[src/rtl/core/bog_pkg.sv]
// shared types and constants of the broadcast offset generator
package bog_pkg;

  localparam int IDX_W   = 32;
  localparam int OFF_W   = 32;
  localparam int RANK_W  = 3;
  localparam int RANK_CW = 4;
  localparam int CFG_W   = 64;
  localparam int CIDX_W  = 3;

  typedef enum logic [CIDX_W-1:0] {
    CFG_OUT_RANK  = 3'd0,
    CFG_OUT_EXT   = 3'd1,
    CFG_LEFT_RANK = 3'd2,
    CFG_LEFT_EXT  = 3'd3,
    CFG_RIGHT_RANK = 3'd4,
    CFG_RIGHT_EXT = 3'd5
  } cfg_reg_e;

  // per-axis strides, output stride saturated at 2**32
  typedef struct packed {
    logic [IDX_W:0]   os;
    logic [OFF_W-1:0] ls;
    logic [OFF_W-1:0] rs;
  } bog_stride_t;

  typedef struct packed {
    logic [IDX_W-1:0] rem;
    logic [OFF_W-1:0] loff;
    logic [OFF_W-1:0] roff;
    logic             fault;
  } bog_item_t;

  typedef struct packed {
    logic           busy;
    logic           fault;
    logic [IDX_W:0] limit;
  } bog_status_t;

endpackage

[src/rtl/core/bog_cfg.sv]
// configuration registers and the stride sequencer that walks the axes
module bog_cfg import bog_pkg::*; #(
  parameter int MAX_RANK    = 4,
  parameter int EXTENT_BITS = 16
) (
  input  logic              clk_i,
  input  logic              rst_ni,
  input  logic              cfg_valid_i,
  output logic              cfg_ready_o,
  input  logic [CIDX_W-1:0] cfg_index_i,
  input  logic [CFG_W-1:0]  cfg_data_i,
  output bog_stride_t       stride_o [MAX_RANK],
  output bog_status_t       status_o
);

  localparam int EB  = EXTENT_BITS;
  localparam int PW  = IDX_W + 1;
  localparam int AXW = (MAX_RANK > 1) ? $clog2(MAX_RANK) : 1;
  localparam int LW  = (PW > IDX_W + 1) ? PW : IDX_W + 1;
  localparam logic [CFG_W-1:0] EXT_RESET = {(CFG_W / 16){16'h0001}};
  localparam logic [PW-1:0] LIMIT = PW'(1) << IDX_W;
  localparam logic [LW-1:0] CAP = LW'(1) << IDX_W;

  function automatic logic [EB-1:0] field_of(input logic [CFG_W-1:0] pk,
                                             input logic [RANK_CW-1:0] ax);
    logic [16*EB+CFG_W-1:0] wide;
    begin
      wide = {{(16*EB){1'b0}}, pk};
      return wide[ax*EB +: EB];
    end
  endfunction

  function automatic logic [IDX_W:0] cap_of(input logic [PW-1:0] v);
    logic [LW-1:0] w;
    begin
      w = LW'(v);
      if (w > CAP) w = CAP;
      return w[IDX_W:0];
    end
  endfunction

  logic [RANK_W-1:0] out_rank_q, left_rank_q, right_rank_q;
  logic [CFG_W-1:0]  out_ext_q, left_ext_q, right_ext_q;
  logic              cfg_we;

  logic              busy_q, fault_q;
  logic [AXW-1:0]    ax_q;
  logic [PW-1:0]     op_q;
  logic [OFF_W-1:0]  lp_q, rp_q;
  bog_stride_t       stride_q [MAX_RANK];

  logic [RANK_CW-1:0] ar, orank, lrank, rrank, lpad, rpad, lk, rk;
  logic               used_o, used_l, used_r, rank_bad, ax_fault;
  logic [EB-1:0]      eo, el, er;
  logic [PW+EB-1:0]   prod;
  logic [PW-1:0]      op_n;
  bog_stride_t        st_n;

  assign cfg_ready_o = 1'b1;
  assign cfg_we      = cfg_valid_i && cfg_ready_o;

  always_comb begin
    ar     = RANK_CW'(ax_q);
    orank  = RANK_CW'(out_rank_q);
    lrank  = RANK_CW'(left_rank_q);
    rrank  = RANK_CW'(right_rank_q);
    lpad   = orank - lrank;
    rpad   = orank - rrank;
    lk     = ar - lpad;
    rk     = ar - rpad;
    used_o = ar < orank;
    used_l = used_o && (ar >= lpad);
    used_r = used_o && (ar >= rpad);
    eo     = field_of(out_ext_q, ar);
    el     = field_of(left_ext_q, lk);
    er     = field_of(right_ext_q, rk);
    prod   = op_q * eo;
    op_n   = (prod > (PW+EB)'(LIMIT)) ? LIMIT : prod[PW-1:0];
    rank_bad = (orank > RANK_CW'(MAX_RANK)) || (lrank > orank) || (rrank > orank);
    ax_fault = 1'b0;
    st_n.os = CAP[IDX_W:0];
    st_n.ls = '0;
    st_n.rs = '0;
    if (used_o) begin
      st_n.os = cap_of(op_q);
      if (eo == '0) ax_fault = 1'b1;
    end
    if (used_l) begin
      if (el != EB'(1)) st_n.ls = lp_q;
      if ((el == '0) || ((el != EB'(1)) && (el != eo))) ax_fault = 1'b1;
    end
    if (used_r) begin
      if (er != EB'(1)) st_n.rs = rp_q;
      if ((er == '0) || ((er != EB'(1)) && (er != eo))) ax_fault = 1'b1;
    end
  end

  always_ff @(posedge clk_i or negedge rst_ni) begin
    if (!rst_ni) begin
      out_rank_q   <= '0;
      left_rank_q  <= '0;
      right_rank_q <= '0;
      out_ext_q    <= EXT_RESET;
      left_ext_q   <= EXT_RESET;
      right_ext_q  <= EXT_RESET;
      busy_q       <= 1'b1;
      fault_q      <= 1'b0;
      ax_q         <= AXW'(MAX_RANK - 1);
      op_q         <= PW'(1);
      lp_q         <= OFF_W'(1);
      rp_q         <= OFF_W'(1);
    end else if (cfg_we) begin
      case (cfg_index_i)
        CFG_OUT_RANK:   out_rank_q   <= cfg_data_i[RANK_W-1:0];
        CFG_OUT_EXT:    out_ext_q    <= cfg_data_i;
        CFG_LEFT_RANK:  left_rank_q  <= cfg_data_i[RANK_W-1:0];
        CFG_LEFT_EXT:   left_ext_q   <= cfg_data_i;
        CFG_RIGHT_RANK: right_rank_q <= cfg_data_i[RANK_W-1:0];
        CFG_RIGHT_EXT:  right_ext_q  <= cfg_data_i;
        default: ;
      endcase
      busy_q  <= 1'b1;
      fault_q <= 1'b0;
      ax_q    <= AXW'(MAX_RANK - 1);
      op_q    <= PW'(1);
      lp_q    <= OFF_W'(1);
      rp_q    <= OFF_W'(1);
    end else if (busy_q) begin
      if (used_o) op_q <= op_n;
      if (used_l) lp_q <= lp_q * OFF_W'(el);
      if (used_r) rp_q <= rp_q * OFF_W'(er);
      if (ax_fault) fault_q <= 1'b1;
      if (ax_q == '0) begin
        busy_q <= 1'b0;
      end else begin
        ax_q <= ax_q - AXW'(1);
      end
    end
  end

  always_ff @(posedge clk_i) begin
    if (busy_q && !cfg_we) begin
      stride_q[ax_q] <= st_n;
    end
  end

  assign stride_o       = stride_q;
  assign status_o.busy  = busy_q;
  assign status_o.fault = fault_q || rank_bad;
  assign status_o.limit = cap_of(op_q);

endmodule

[config.mk]
export PLATFORM = sky130hd
export DESIGN_NAME = bog_cfg
export DESIGN_NICKNAME = d
export VERILOG_FILES = /design/src/rtl/core/bog_pkg.sv /design/src/rtl/core/bog_cfg.sv
export SDC_FILE = /design/constraint.sdc
export NUM_CORES = 2
export LEC_CHECK = 0
export BUFFER_PORTS_ARGS = -buffer_cell sky130_fd_sc_hd__clkbuf_2
export CAP_MARGIN = 0
export CORE_AREA = 2 2 343 345
export CTS_BUF_LIST = sky130_fd_sc_hd__clkbuf_8
export DETAILED_ROUTE_END_ITERATION = 10
export DIE_AREA = 0 0 345 347
export MAX_ROUTING_LAYER = met4
export PLACE_DENSITY = 0.8
export SYNTH_ARGS = -nofsm -noshare
export SYNTH_HDL_FRONTEND = slang
export SYNTH_SLANG_ARGS = --single-unit
[constraint.sdc]
create_clock -name clk_i -period 8.9 [get_ports clk_i]
set_input_delay 1.78 -clock clk_i [delete_from_list [all_inputs] [get_ports clk_i]]
set_output_delay 1.78 -clock clk_i [all_outputs]
set_load 0.01 [all_outputs]
==> impl_metrics.tcl <==
set metrics [dict create \
    status "complete, no violations" \
    grt_max_degree 153 \
    grt_pass1_wl_mm 294 \
    antenna_found_initial 25 \
    required_ns 9.59 \
    rsz0062_at_grt "true" \
    finalSetupTns_ns 0 \
    seq_power_share_pct 28.0 \
    synth.distinct_cells 99 \
    drive_above_1_share_pct 18.4 \
    routed_via_density 5.78 \
    max_clock_freq_mhz 115 \
    clockRootBuffer "clkbuf_8" \
    r2r_cells 31 \
    syn_inst 6331 \
    drt_iter0_drc 4223 \
    cts_sinks 690 \
    synth_async_sr_flop_share_pct 43.8 \
    io_buffers 492 \
    ys_ff_latch 690 \
    switching_share_pct 46.4 \
    syn-num-nets 7713 \
    worst_ep_arrival_time_ns 9.35 \
    worst_slack_ns 0.235 \
    cts_made_buffers 110 \
    clock_skew_ns 0.0586 \
    dp_hpwl_mm 141 \
    seq_area_mm2 0.0192 \
    dpl.cell_count 8163 \
    synth_edf_count 388 \
    ant_nets 0 \
    drv_cap 0 \
    worstSetupStartpointType "flop" \
    cp-end-kind "flop" \
    critical_path_class "reg2reg" \
    crit_fanout 5 \
    synth_flop_cell "edfxtp_1" \
    maxSlewViolCount 0 \
    route.detailed.drc 0 \
    final_cells 8431 \
    clkPwrFrac_pct 17.6 \
    utilization_pct 64.2 \
    vdd_ir_drop_max_uv 201 \
    std_cell_rows 125 \
    dieHeight_um 347 \
    drt-pass1-iter-count 6 \
    ios 494 \
    area_growth_syn_to_layout_pct 11.5 \
    finalSetupViolCount 0 \
    ys_warn_count 0 \
    vias 48720 \
    finalHoldViolCount 0 \
    slowest_delay_ns 0.62 \
    power.internal_uw 8580 \
    fill_cells 8709 \
    cp_common_cell "inv_1" \
    wirelength_mm 189 \
    core_mm2 0.116 \
    clock_latency_ns 0.84 \
    pwr-share-comb_pct 54.4 \
    synth-seq-area-share_pct 28.8 \
    initial_utilization_pct 57.6 \
    cts_buffer_depth 3 \
    finalNetCount 8167 \
    slowest_stage "fa_2" \
    slew_headroom_pct 21.0 \
    die_w_um 345 \
    grt_pass1_vias 51927 \
    clkTransAtPathRegs_ns 0.07 \
    dp_slack_ns 0.0485 \
    leakage_uw 0.0332 \
    tritoncts "done" \
    tightest_slew_ns 1.18 \
    grt_overflow 0 \
    grt_use_total_pct 32.7 \
    dieArea_mm2 0.120 \
    gp_congestion 1.01 \
    period_share_pct 97.4 \
    fin_crit_ns 8.66 \
    p_sw_uw 7430 \
    hold_path.class "reg2reg" \
    cellPowerDensity_mw_per_mm2 215 \
    wire_per_inst_um 22.4 \
    htreeDepth 3 \
    hold_depth 1 \
    multiInputGateArea_mm2 0.0422 \
    netlist_area_mm2 0.0667 \
    syn_avg_cell_area_um2 10.5 \
]
## what timing repair did
item                       4_1_cts  5_1_grt
setup buffers                    0       29
hold buffers                     0        0
gates resized for setup          5       54
pin swaps                        0       13
cloned                           0        5
setup endpoints to repair        2       45
## Yosys cell counts (all sizes together) (7+ instances only)
master     n  area (µm²)
mux2     201        2260
o21a      18         135
a21o      37         278
a22o      13         114
nand2   1101        4130
nand2b    25         156
or3       19         134
buf       65         324
xnor2     76         666
mux4      44         991
a21oi    116         607
clkbuf   305        1150
or2       11        68.8
nand3     29         150
dfrtp    284        7110
o21ai    116         588
o211ai    14         119
a31oi      7        43.8
o31ai     21         297
edfxtp   388       11700
o21bai     9        67.6
a211oi    13         118
dfstp     18         473
a21boi    32         240
nor3      31         171
nor4      27         169
xor2      75         657
nor2      94         353
ha       266        3330
o41ai     27         402
inv     1120        4200
fa      1046       20900
nand4     17         106
nor2b     18         113
and3      80         500
and2     466        2920
mux2i      9        90.1
## critical path, delay by kind of cell, from the launching register on
family | cells | cell delay [ns]
buffers and inverters | 9 | 0.66
adder cells (fa/ha/maj) | 10 | 4.61
flip-flops | 1 | 0.39
multiplexers | 1 | 0.22
AO/OA/AOI/OAI | 8 | 1.81
AND/OR/NAND/NOR | 3 | 0.81
## logic make-up (layout without fill, tap and decap cells)
family	Yosys count	count (layout)	synth area share, %
adders and majority gates	1312	1312	36.4
other	1	31	0.00562
and+or+nand+nor	1939	1939	13.7
buffers and inverters	1491	2034	8.51
DFF	690	690	28.8
xor gates and xnor gates	152	152	2.02
AOI/OAI and AO/OA	492	492	5.50
muxes	254	257	5.02
## cells in the final DEF, fill, tap and decap left out, drive strengths merged, types with 75 or more instances in the layout
cell type  synthesis  routed
nand2           1101    1101
ha               266     266
o21ai            116     116
xnor2             76      76
nor2              94      94
and2             466     466
edfxtp           388     388
fa              1046    1046
a21oi            116     116
buf               65     216
clkbuf           305     616
mux2             201     201
and3              80      80
inv             1120    1163
dfrtp            284     284
xor2              75      75
## final timing paths
path | startpoint | end | slack [ns]
worst max-delay path | out_rank_q[0] | rp_q[28] | 0.24
worst min-delay path | out_ext_q[25] | out_ext_q[25] | 0.50
worst max register to register | out_rank_q[0] | rp_q[28] | 0.24
worst min register to register | out_ext_q[25] | out_ext_q[25] | 0.50
max in group asynchronous | rst_ni | lp_q[12] | 6.42
min in group asynchronous | rst_ni | op_q[31] | 1.01
## per-stage QoR
stage | cell area, µm² | total power [µW] | hold WS (ns)
floorplan | 66700 | 9280 | 0.463
global placement | 71300 | 12300 | 0.482
detailed placement | 71300 | 12500 | 0.488
CTS | 73600 | 15400 | 0.501
global route | 74300 | 16800 | 0.507
finish | 74400 | 16000 | 0.505
## area by class of cell
cell class / count / area share [%]
diodes: 30 / 0.101
well taps: 1524 / 2.56
multi-input cells: 4153 / 56.8
clock inverters: 81 / 0.764
repair buffers: 709 / 6.00
clock buffers: 123 / 2.28
inverters: 1121 / 5.66
flip-flops and latches: 690 / 25.9
## state kept, by name, summed over array words and instances (netlist names)
name          cells
left_ext_q       64
fault_q           1
right_rank_q      3
out_rank_q        3
ax_q              2
op_q             33
stride_o        388
right_ext_q      64
busy_q            1
lp_q             32
left_rank_q       3
rp_q             32
out_ext_q        64
## power by group through the flow
stage               Clock [µW]  Sequential [µW]  Combinational, µW
floorplan                    0             4340               4940
global placement             0             4460               7850
detailed placement           0             4490               8020
CTS                       2860             4430               8120
global route              3000             4520               9300
finish                    2820             4490               8710
## layer usage
| metal | global-route usage, % | routed length [µm] | vias up |
|---|---|---|---|
| met1 | 39.9 | 69100 | 24720 |
| li1 | - | - | 20671 |
| met2 | 51.5 | 89400 | 2745 |
| met4 | 14.2 | 9120 | 0 |
| met3 | 8.78 | 21300 | 584 |
| met5 | - | 0 | - |
Note: power is estimated with default switching activity, not from simulation.
